**src/sv/lprt_pkg.sv**
```systemverilog
// ----------------------------------------------------------------------------
// Route table package
// Operation and status codes, register indexes and the token that walks
// the slot chain.
// ----------------------------------------------------------------------------
`default_nettype none

package lprt_pkg;

   localparam int ADDR_BITS = 32;
   localparam int LEN_BITS  = 6;
   localparam int CSR_IDX_BITS = 3;

   typedef enum logic [1:0] {
      OP_STORE  = 2'd0,
      OP_DELETE = 2'd1,
      OP_LOOKUP = 2'd2,
      OP_NONE   = 2'd3
   } op_type;

   typedef enum logic [1:0] {
      ST_OK        = 2'd0,
      ST_NOT_FOUND = 2'd1,
      ST_INVALID   = 2'd2,
      ST_FULL      = 2'd3
   } status_type;

   localparam logic [CSR_IDX_BITS-1:0] REG_DEFAULT_ENABLE    = 3'd0;
   localparam logic [CSR_IDX_BITS-1:0] REG_DEFAULT_PRESENT   = 3'd1;
   localparam logic [CSR_IDX_BITS-1:0] REG_DEFAULT_GATEWAY   = 3'd2;
   localparam logic [CSR_IDX_BITS-1:0] REG_DEFAULT_INTERFACE = 3'd3;
   localparam logic [CSR_IDX_BITS-1:0] REG_DEFAULT_METRIC    = 3'd4;

   typedef struct packed {
      logic                  active;
      op_type                op;
      logic                  invalid;
      logic [ADDR_BITS-1:0]  addr;
      logic [ADDR_BITS-1:0]  gateway;
      logic [LEN_BITS-1:0]   length;
      logic [7:0]            iface;
      logic [15:0]           metric;
      logic                  hit;
      logic [LEN_BITS-1:0]   best_length;
      logic [ADDR_BITS-1:0]  best_prefix;
      logic [ADDR_BITS-1:0]  best_gateway;
      logic [7:0]            best_iface;
      logic [15:0]           best_metric;
   } token_type;

endpackage

`default_nettype wire

```
**src/sv/lprt_cell.sv**
```systemverilog
// ----------------------------------------------------------------------------
// Route table slot cell
// Holds one route slot and updates the passing token: claims a free slot on
// store, frees a matching slot on delete, keeps the longest match on lookup.
// ----------------------------------------------------------------------------
`default_nettype none

module lprt_cell (
   input  wire logic              clock,
   input  wire logic              reset,
   input  wire lprt_pkg::token_type tok_i,
   output lprt_pkg::token_type    tok_o
);
   import lprt_pkg::*;

   logic                  valid_ff, valid_in;
   logic [ADDR_BITS-1:0]  prefix_ff;
   logic [LEN_BITS-1:0]   length_ff;
   logic [ADDR_BITS-1:0]  gateway_ff;
   logic [7:0]            iface_ff;
   logic [15:0]           metric_ff;
   logic                  write_slot;
   token_type             tok_ff, tok_in;
   logic [ADDR_BITS-1:0]  slot_mask;
   logic                  covers;

   assign slot_mask = ~({ADDR_BITS{1'b1}} >> length_ff);
   assign covers    = (tok_i.addr & slot_mask) == prefix_ff;

   always_comb begin
      tok_in     = tok_i;
      valid_in   = valid_ff;
      write_slot = 1'b0;
      if (tok_i.active) begin
         case (tok_i.op)
            OP_STORE: begin
               if (!tok_i.invalid && !tok_i.hit && !valid_ff) begin
                  write_slot = 1'b1;
                  valid_in   = 1'b1;
                  tok_in.hit = 1'b1;
               end
            end
            OP_DELETE: begin
               if (!tok_i.hit && valid_ff && prefix_ff == tok_i.addr &&
                   gateway_ff == tok_i.gateway) begin
                  valid_in   = 1'b0;
                  tok_in.hit = 1'b1;
               end
            end
            OP_LOOKUP: begin
               if (valid_ff && covers && (!tok_i.hit || length_ff > tok_i.best_length))
               begin
                  tok_in.hit          = 1'b1;
                  tok_in.best_length  = length_ff;
                  tok_in.best_prefix  = prefix_ff;
                  tok_in.best_gateway = gateway_ff;
                  tok_in.best_iface   = iface_ff;
                  tok_in.best_metric  = metric_ff;
               end
            end
            default: begin
            end
         endcase
      end
   end

   always_ff @(posedge clock) begin
      if (reset) begin
         valid_ff      <= 1'b0;
         tok_ff.active <= 1'b0;
      end else begin
         valid_ff <= valid_in;
         tok_ff   <= tok_in;
      end
   end

   always_ff @(posedge clock) begin
      if (write_slot) begin
         prefix_ff  <= tok_i.addr;
         length_ff  <= tok_i.length;
         gateway_ff <= tok_i.gateway;
         iface_ff   <= tok_i.iface;
         metric_ff  <= tok_i.metric;
      end
   end

   assign tok_o = tok_ff;

endmodule

`default_nettype wire

```
**config.mk**
```make
export PLATFORM = sky130hd
export DESIGN_NAME = lprt_cell
export DESIGN_NICKNAME = d
export VERILOG_FILES = /design/src/sv/lprt_pkg.sv /design/src/sv/lprt_cell.sv
export SDC_FILE = /design/constraint.sdc
export NUM_CORES = 1
export LEC_CHECK = 0
export BUFFER_PORTS_ARGS = -buffer_cell sky130_fd_sc_hd__buf_4
export CORE_MARGIN = 8
export CORE_UTILIZATION = 51
export DETAILED_ROUTE_END_ITERATION = 16
export PLACE_DENSITY = 0.87
export SETUP_SLACK_MARGIN = 0.1
export SLEW_MARGIN = 20
export SYNTH_ARGS = -nofsm -noshare
export SYNTH_HDL_FRONTEND = slang
export SYNTH_SLANG_ARGS = --single-unit
```
**constraint.sdc**
```tcl
create_clock -name clock -period 13.3 [get_ports clock]
set_input_delay 3.325 -clock clock [delete_from_list [all_inputs] [get_ports clock]]
set_output_delay 3.325 -clock clock [all_outputs]
set_load 0.005 [all_outputs]
```
==> reports/metrics.yaml, run 1 <==
synthesis:
  async_flop_share: 0
  synth_edf_count: 286
  synth_nets: 907
  ys_seq_area_frac: 0.7172
  synthesis.area_um2: 12030
  yosysUniqueCellTypes: 59
  synth_seq_cells: 288
  postSynthAreaPerCell_um2: 17.04
  syn_inst: 706
  yosysWarnings: 0
  synthFlopType: "edfxtp_1"
worst_setup_path:
  crit_top_cell: "buf_4"
  worst_path_max_delay_cell: "or4b_4"
  arrival_ps: 6610
  critPathRequiredTime_ps: 13600
  start_kind: "input port"
  worst-setup-path-type: "in -> reg"
  path_cells: "buf_4 > nor2b_1 > o31ai_2 > o311ai_1 > a2111o_1 > or4b_1 > or4b_4 > buf_4 > mux2_4"
  cpPeakStageDelay_ps: 800
  cp_max_fo: 63
  end_kind: "flop"
power_and_ir_drop:
  power_frac_clock: 0.365
  max-vdd-ir-drop_v: 0.0001062
  p_total_mw: 2.011
  pwr-share-seq: 0.535
  internal-power_mw: 1.578
  p_sw_uw: 433.4
  p_sw_frac: 0.2155
  power_leakage_nw: 6.518
  power_density_nw_per_um2: 124.9
  p_comb_frac: 0.100
detailed_routing:
  first_pass_iters: 7
  antenna_left: 0
  wl_um: 35890
  num_vias: 7967
  detail_route.vias_per_cell: 5.502
  drtIter0Drc: 699
  wire_per_inst_um: 24.78
  drcViolationCount: 0
floorplan:
  die_area_um2: 28760
  io_pins: 388
  rows: 56
  core_um2: 23330
  start_util: 0.5156
  die_y_um: 169.6
  fp.dieW_um: 169.6
status:
  status: "finished clean"
clock_network:
  cts_max_level: 1
  clkLatencyLatePin_ps: 560
  numCtsBuffers: 29
  tritoncts: "yes"
  clkSlewWorstSetupHoldPaths_ps: 60
  cts.repair.resized: 0
  postCtsSetupBuffers: 0
  clk_path_buf_depth: 3
  clock_sinks: 288
  postCtsHoldBufs: 0
  clockRootBuffer: "clkbuf_16"
timing:
  rsz0062_at_grt: "false"
  post-route-period-util: 0.4742
  holdWs_ps: 547.8
  maxSlewViolCount: 0
  fin_tns_setup_ps: 0
  timing.slew.headroom: 0.2544
  fin_crit_ps: 6307
  worstMarginPinSlew_ps: 1118
  hold_violations: 0
  finClkSkew_ps: 28.13
  clock.fmax_ghz: 0.1585
  setup_slack_ps: 6993
  setup_viol: 0
finish:
  area_growth_pct: 33.84
  diodes: 0
  fin_cells: 1448
  drive_gt1_frac: 0.4694
  fillers: 1591
  nets: 1308
job:
  drv_cap: 0
placed_design:
  gp_congestion: 0.9710
  dp_hpwl_um: 27230
  dp_cells: 1395
  place.port_buffers: 387
  dp_slack_ps: 6501
global_route:
  grt_pass1_wl_um: 51070
  grtUsageTotal: 0.2364
  grt_start_max_net_pins: 109
  grt_pass1_vias: 8196
  antenna_found_initial: 1
  overflow: 0
worst_hold_path:
  hold_class: "reg -> reg"
==> per-stage QoR <==
stage / utilization / cell area (um^2)
after detailed placement: 0.6536 / 15250
after CTS: 0.6901 / 16100
final: 0.6901 / 16100
after floorplan: - / 12030
after global placement: 0.6536 / 15250
after global routing: 0.6901 / 16100
==> flip-flops by register name, indices dropped and copies added (netlist names) <==
name,flops
valid_ff,1
prefix_ff,32
iface_ff,8
metric_ff,16
tok_o,193
gateway_ff,32
length_ff,6
==> worst max-delay path, delay by kind of cell <==
| kind | cells | cell delay [ps] |
|---|---|---|
| buf+inv | 2 | 630 |
| compound gates | 3 | 640 |
| mux | 1 | 440 |
| simple gates | 3 | 1480 |
==> Yosys cell counts, types with 6 or more instances <==
master / count / area (um^2)
a2111oi_0: 6 / 52.55
a21oi_1: 11 / 55.05
buf_6: 7 / 78.83
clkbuf_1: 9 / 33.78
edfxtp_1: 286 / 8588
ha_1: 6 / 75.07
inv_1: 19 / 71.32
mux2_2: 35 / 394.1
mux2_4: 58 / 870.8
nand2_1: 14 / 52.55
nand2b_1: 35 / 219.0
nand3_1: 8 / 40.04
nand4_1: 22 / 137.6
nor2_1: 14 / 52.55
nor2b_1: 26 / 162.7
nor4_1: 14 / 87.58
o21ai_0: 18 / 90.09
xor2_1: 31 / 271.5
==> path summary, 6_finish.rpt <==
kind         cells after the start         start   endpoint  slack, ps
max                              9    tok_i[187]  tok_o[49]       6990
min                              1   iface_ff[0]  tok_o[16]        550
max reg2reg                      9  length_ff[2]  tok_o[49]       8580
min reg2reg                      1   iface_ff[0]  tok_o[16]        550
==> per-layer routing <==
layer	track usage	part of all wire
met1	0.2782	0.36
met2	0.4090	0.50
met3	0.07676	0.11
met4	0.06695	0.027
met5	0	0.00036
==> cells in the final DEF (no fill, tap or decap), drive strengths merged, types with 6 or more instances in the layout <==
cell type / count
a2111oi: 6
a21oi: 11
buf: 393
clkbuf: 40
clkinv: 10
edfxtp: 286
ha: 6
inv: 20
mux2: 93
nand2: 14
nand2b: 35
nand3: 8
nand4: 22
nor2: 14
nor2b: 26
nor4: 14
o21ai: 18
xor2: 31
==> kinds of logic (layout without fill, tap and decap cells) <==
kind of cell	count (synthesis)	count (layout)	synth area share
xor gates and xnor gates	35	35	0.02548
DFF	288	288	0.7172
buffers and inverters	42	465	0.01799
AOI/OAI and AO/OA	76	76	0.04451
muxes	97	97	0.1085
adders and majority gates	6	6	0.006240
and+or+nand+nor	162	162	0.08009
==> power by group through the flow <==
stage               combinational [mW]  sequential (mW)  clock [mW]
CTS                              0.204             1.08       0.752
floorplan                       0.0467             1.10           0
global placement                 0.198             1.09           0
detailed placement               0.203             1.09           0
global route                     0.214             1.08       0.782
finish                           0.202             1.08       0.734
==> layout make-up <==
type / instances / area (um^2) / share of cell area
multi-input combinational: 376 / 3194 / 0.1984
clock buffer: 40 / 767.0 / 0.04763
timing repair buffer: 393 / 2950 / 0.1832
inverter: 19 / 78.83 / 0.004895
sequential: 288 / 8628 / 0.5359
clock inverter: 13 / 83.83 / 0.005206
tap: 319 / 399.1 / 0.02479
Power figures use the tool's default switching activity.
==> run 2, diff against run 1 <==
==> constraint.sdc (replaced) <==
create_clock -name clock -period 5.9 [get_ports clock]
set_input_delay 1.475 -clock clock [delete_from_list [all_inputs] [get_ports clock]]
set_output_delay 1.475 -clock clock [all_outputs]
set_load 0.005 [all_outputs]
==> run 2 against run 1 <==
Effect of this change: cell count increased by 0.21%; critical path depth decreased by 1; via count up 0.54%; power grew 130%; cell area is 0.74% higher; sequential share of layout area shrank 0.39 points; global-route usage grew 0.14 points; sequential cell count stayed put; largest power group unchanged.
==> reports/metrics.yaml, run 2 (synthesized netlist as in run 1, its figures left out) <==
finish:
  final_cell_mix: "394 x buf_4, 286 x edfxtp_1, 58 x mux2_4"
  largest_reg_flops: 193
  final_area_um2: 16220
  nets: 1311
  layout_commonest_cell: "buf_4"
  area_growth_pct: 34.83
  drive_gt1_frac: 0.4748
global_route:
  grt_pass1_vias: 8244
  grt_pass1_wl_um: 51530
  grt_start_max_net_pins: 189
  grtUsageTotal: 0.2378
  antenna_found_initial: 0
  overflow: 0
detailed_routing:
  num_vias: 8010
  first_pass_iters: 5
  drtIter0Drc: 817
  wire_per_inst_um: 24.78
  detail_route.vias_per_cell: 5.520
  antenna_left: 0
  drcViolationCount: 0
  wl_um: 35960
worst_setup_path:
  start_kind: "flop"
  worst-setup-path-type: "reg -> reg"
  arrival_ps: 4870
  cpPeakStageDelay_ps: 870
  end_kind: "flop"
  path_cells: "a2111oi_0 > o21ai_0 > a221o_1 > a2111oi_0 > and4_1 > or4b_4 > buf_12 > mux2_4"
  crit_top_cell: "a2111oi_0"
  worst_path_max_delay_cell: "a2111oi_0"
  critPathRequiredTime_ps: 6190
  cp_max_fo: 49
clock_network:
  cts_max_level: 1
  postCtsHoldBufs: 0
  cts.repair.resized: 0
  clkLatencyLatePin_ps: 540
  clk_path_buf_depth: 3
  numCtsBuffers: 29
  clkSlewWorstSetupHoldPaths_ps: 60
  postCtsSetupBuffers: 0
  tritoncts: "yes"
  clock_sinks: 288
  clockRootBuffer: "clkbuf_16"
power_and_ir_drop:
  max-vdd-ir-drop_v: 0.0003348
  power_frac_clock: 0.383
  pwr-share-seq: 0.519
  p_comb_frac: 0.098
  p_sw_frac: 0.2113
  power_leakage_nw: 6.582
  p_sw_uw: 985.9
  power_density_nw_per_um2: 287.7
  internal-power_mw: 3.680
placed_design:
  dpl_cell_area_um2: 15300
  gp_congestion: 0.9574
  place.port_buffers: 387
  dp_hpwl_um: 27260
timing:
  worstMarginPinSlew_ps: 1245
  hold_violations: 0
  setup_viol: 0
  rsz0062_at_grt: "false"
  post-route-period-util: 0.7767
  maxSlewViolCount: 0
  timing.slew.headroom: 0.1698
  fin_crit_ps: 4583
  clock.fmax_ghz: 0.2182
  finClkSkew_ps: 15.87
  fin_tns_setup_ps: 0
floorplan:
  die_area_um2: 28760
  rows: 56
  fp.dieW_um: 169.6
  start_util: 0.5156
  core_um2: 23330
  die_y_um: 169.6
  io_pins: 388
job:
  drv_cap: 0
worst_hold_path:
  hold_class: "reg -> reg"
status:
  status: "finished clean"
run 2: cell count changes in the layout (fill, tap and decap cells not counted), moves of 2 or more:
cell and delta:
buf_12 +2, bufinv_16 +3, clkbuf_1 -5, inv_6 +3
run 2: worst paths after layout:
check	endpoint	cells after the start	slack, ps	startpoint
hold reg to reg	tok_o[17]	1	550	iface_ff[1]
hold / removal	tok_o[17]	1	550	iface_ff[1]
setup reg to reg	tok_o[59]	8	1320	length_ff[2]
setup / recovery	tok_o[59]	8	1320	length_ff[2]
run 2: cell type report:
| cell class | count | area, um^2 |
|---|---|---|
| flip-flops and latches | 288 | 8628 |
| multi-input cells | 376 | 3201 |
| repair buffers | 396 | 2998 |
| inverters | 19 | 75.07 |
| clock buffers | 35 | 748.2 |
| fillers | 1595 | 7112 |
| diodes | 1 | 2.502 |
| well taps | 319 | 399.1 |
| clock inverters | 17 | 168.9 |
run 2: per-layer routing:
| metal | up-vias | wire length [um] | GRT usage |
|---|---|---|---|
| met3 | 68 | 3551 | 0.06490 |
| met5 | - | 0 | 0 |
| li1 | 3568 | - | - |
| met4 | 0 | 1146 | 0.07464 |
| met1 | 3927 | 13680 | 0.2939 |
| met2 | 447 | 17580 | 0.4009 |
run 2: per-stage QoR:
stage / setup WS (ps) / power, mW / std cells / util / hold WS (ps)
final: 1317 / 4.666 / 1451 / 0.6952 / 545.6
after global routing: 1269 / 4.814 / 1450 / 0.6951 / 554.4
after CTS: 1468 / 4.707 / 1450 / 0.6951 / 547.8
after detailed placement: 1172 / 2.925 / 1398 / 0.6558 / 534.0
after global placement: 1199 / 2.909 / 1398 / 0.6558 / 526.1
after floorplan: 1229 / 2.582 / 706 / - / 524.6
run 2: power by group through the flow:
stage          sequential, mW  clock, mW  combinational [mW]
6_report                 2.42       1.79               0.457
2_1_floorplan            2.48          0               0.106
4_1_cts                  2.42       1.82               0.462
3_3_place_gp             2.46          0               0.451
3_5_place_dp             2.46          0               0.460
5_1_grt                  2.43       1.90               0.486
run 2: critical path: cells and delay by family, from the launching register on:
family	cells	cell delay [ps]
muxes	1	330
AOI/OAI and AO/OA	4	1800
buffers and inverters	1	370
DFF	1	660
and+or+nand+nor	2	1110
==> run 3, diff against run 2 <==
--- a/config.mk
+++ b/config.mk
@@ -5,11 +5,12 @@
 export SDC_FILE = /design/constraint.sdc
 export NUM_CORES = 1
 export LEC_CHECK = 0
+export ABC_AREA = 1
 export BUFFER_PORTS_ARGS = -buffer_cell sky130_fd_sc_hd__buf_4
 export CORE_MARGIN = 8
-export CORE_UTILIZATION = 51
+export CORE_UTILIZATION = 52
 export DETAILED_ROUTE_END_ITERATION = 16
-export PLACE_DENSITY = 0.87
+export PLACE_DENSITY = 0.88
 export SETUP_SLACK_MARGIN = 0.1
 export SLEW_MARGIN = 20
 export SYNTH_ARGS = -nofsm -noshare
==> constraint.sdc (replaced) <==
create_clock -name clock -period 4.8 [get_ports clock]
set_input_delay 1.2 -clock clock [delete_from_list [all_inputs] [get_ports clock]]
set_output_delay 1.2 -clock clock [all_outputs]
set_load 0.005 [all_outputs]
==> run 3 against run 2 <==
Effect of this change: first-iteration DRC count grew 35%; cell count grew 32%; register-to-register slack lost 20 ps; global-route usage grew 3.5 points; clock skew is essentially flat; setup slack lost 18 ps; clock-buffer cell count grew 3; power grew 25%.
==> reports/metrics.yaml, run 3 <==
status:
  status: "finished clean"
placed_design:
  dp_hpwl_um: 32260
  place.port_buffers: 387
  dpl_cell_area_um2: 15820
  gp_congestion: 0.9666
synthesis:
  synth_compound_area_frac: 0.03294
  synthAdderAreaFrac: 0.005990
  synth_area_leader_cell: "edfxtp_1"
  synth_seq_cells: 288
  synth_edf_count: 286
  synth.most_common_cell: "nand2_1"
  synth_top_family_by_area: "simple AND/OR/NAND/NOR gates"
  yosysWarnings: 0
  synth_xor_area_frac: 0.009783
  synth_common_cells: "381 x nand2_1, 286 x edfxtp_1, 125 x inv_1, 88 x nand3_1, 84 x nor2_1"
  async_flop_share: 0
  yosysUniqueCellTypes: 29
  postSynthAreaPerCell_um2: 10.70
  ys_seq_area_frac: 0.6884
  synthFlopType: "edfxtp_1"
  syn_inst: 1171
  synth_top_area_frac: 0.6852
  muxShareOfSynthArea: 0
  synthSimpleGateAreaFrac: 0.2115
  synth_nets: 1372
  synthTopCellsByArea: "edfxtp_1 69%, nand2_1 11%, inv_1 3.7%"
  synthesis.area_um2: 12530
timing:
  finClkSkew_ps: 15.41
  rsz0062_at_grt: "false"
  fin_tns_setup_ps: 0
  setup_viol: 0
  worstMarginPinSlew_ps: 790.2
  hold_violations: 0
  timing.slew.headroom: 0.4719
  post-route-period-util: 0.7293
  clock.fmax_ghz: 0.2857
  maxSlewViolCount: 0
  fin_crit_ps: 3501
detailed_routing:
  first_pass_iters: 5
  wire_per_inst_um: 21.87
  wl_um: 41900
  drcViolationCount: 0
  drtIter0Drc: 1107
  detail_route.vias_per_cell: 5.378
  num_vias: 10310
  antenna_left: 0
floorplan:
  rows: 57
  core_um2: 23960
  start_util: 0.5230
  io_pins: 388
  fp.dieW_um: 171.3
  die_y_um: 171.3
  die_area_um2: 29330
global_route:
  grt_pass1_wl_um: 60140
  overflow: 0
  grt_start_max_net_pins: 98
  grtUsageTotal: 0.2724
  grt_pass1_vias: 10440
  gr-usage-met1: 0.3146
  use_met3: 0.06220
  grt_busiest_layer: "met2"
  met2_usage: 0.4812
  antenna_found_initial: 1
worst_setup_path:
  critPathTopFamily: "simple AND/OR/NAND/NOR gates"
  end_kind: "flop"
  start_kind: "flop"
  cpPeakStageDelay_ps: 580
  crit_buf_inv: 3
  crit_top_cell: "nand2_1"
  path_cells: "inv_2 > nand2_4 > nor2_1 > nand2_1 > o21ai_0 > nand2_1 > nor2_1 > nand2_1 > nor2_1 > nand3_1 > inv_2 > nand2_4 > buf_12 > nand2_1 > o21ai_0"
  critPathRequiredTime_ps: 5070
  worst_path_max_delay_cell: "edfxtp_1"
  cp_max_fo: 97
  arrival_ps: 3770
  worst-setup-path-type: "reg -> reg"
clock_network:
  clkSlewWorstSetupHoldPaths_ps: 60
  cts_max_level: 1
  postCtsSetupBuffers: 0
  clk_path_buf_depth: 3
  tritoncts: "yes"
  clockRootBuffer: "clkbuf_16"
  numCtsBuffers: 29
  clock_sinks: 288
  clkLatencyLatePin_ps: 550
  cts.repair.resized: 0
  postCtsHoldBufs: 0
finish:
  layout_commonest_cell: "buf_4"
  area_growth_pct: 33.66
  fillers: 1736
  drive_gt1_frac: 0.2891
  largest_reg_flops: 193
  final_cell_mix: "391 x buf_4, 381 x nand2_1, 286 x edfxtp_1"
  final_area_um2: 16750
  nets: 1770
power_and_ir_drop:
  power_density_nw_per_um2: 347.4
  max-vdd-ir-drop_v: 0.0003025
  power_leakage_nw: 7.541
job:
  drv_cap: 0
worst_hold_path:
  hold_class: "reg -> reg"
-- run 3: per-layer routing --
layer,up-vias,wire (um)
li1,4767,-
met5,-,0
met2,588,21130
met3,102,4034
met4,0,1626
met1,4848,15100
-- run 3: worst min-delay path: stages (launching register included) --
cell and delay [ps]:
edfxtp_1 320, nand3_1 70, nand2_1 60
-- run 3: final cells by class --
type,count,area [um^2],area share
diodes,1,2.502,0.0001494
clock buffers,38,759.5,0.04534
clock inverters,15,172.7,0.01031
inverters,129,488.0,0.02913
multi-input cells,726,3281,0.1958
flip-flops and latches,288,8628,0.5151
well taps,324,405.4,0.02420
repair buffers,395,3015,0.1800
-- run 3: kinds of logic after synthesis --
| family | Yosys count |
|---|---|
| buf+inv | 157 |
| flops | 288 |
| fa+ha+maj | 6 |
| simple gates | 626 |
| compound gates | 80 |
| xor+xnor | 14 |
-- run 3: per-stage QoR --
step                      hold slack [ps]  instances  worst slack, ps    util  total power [mW]
after CTS                           550.7       1915             1370  0.6990             5.841
final                               550.5       1916             1299  0.6991             5.820
after global placement              524.0       1862             1217  0.6601             3.605
after floorplan                     489.0       1171            401.3       -             3.188
after global routing                568.1       1916             1079  0.6991             5.987
after detailed placement            538.2       1862             1170  0.6601             3.628
-- run 3: final timing paths --
check | start | to | slack (ps) | depth (start not counted)
setup / recovery | length_ff[5] | tok_o[69] | 1300 | 15
hold / removal | metric_ff[12] | tok_o[12] | 550 | 2
setup reg to reg | length_ff[5] | tok_o[69] | 1300 | 15
hold reg to reg | metric_ff[12] | tok_o[12] | 550 | 2
-- run 3: power by group --
group | leakage, nW | switching [mW] | internal (mW) | total, mW
clock | 0.456 | 0.920 | 1.32 | 2.24
combinational | 4.34 | 0.296 | 0.309 | 0.604
sequential | 2.74 | 0.0477 | 2.93 | 2.97
total | 7.54 | 1.26 | 4.56 | 5.82
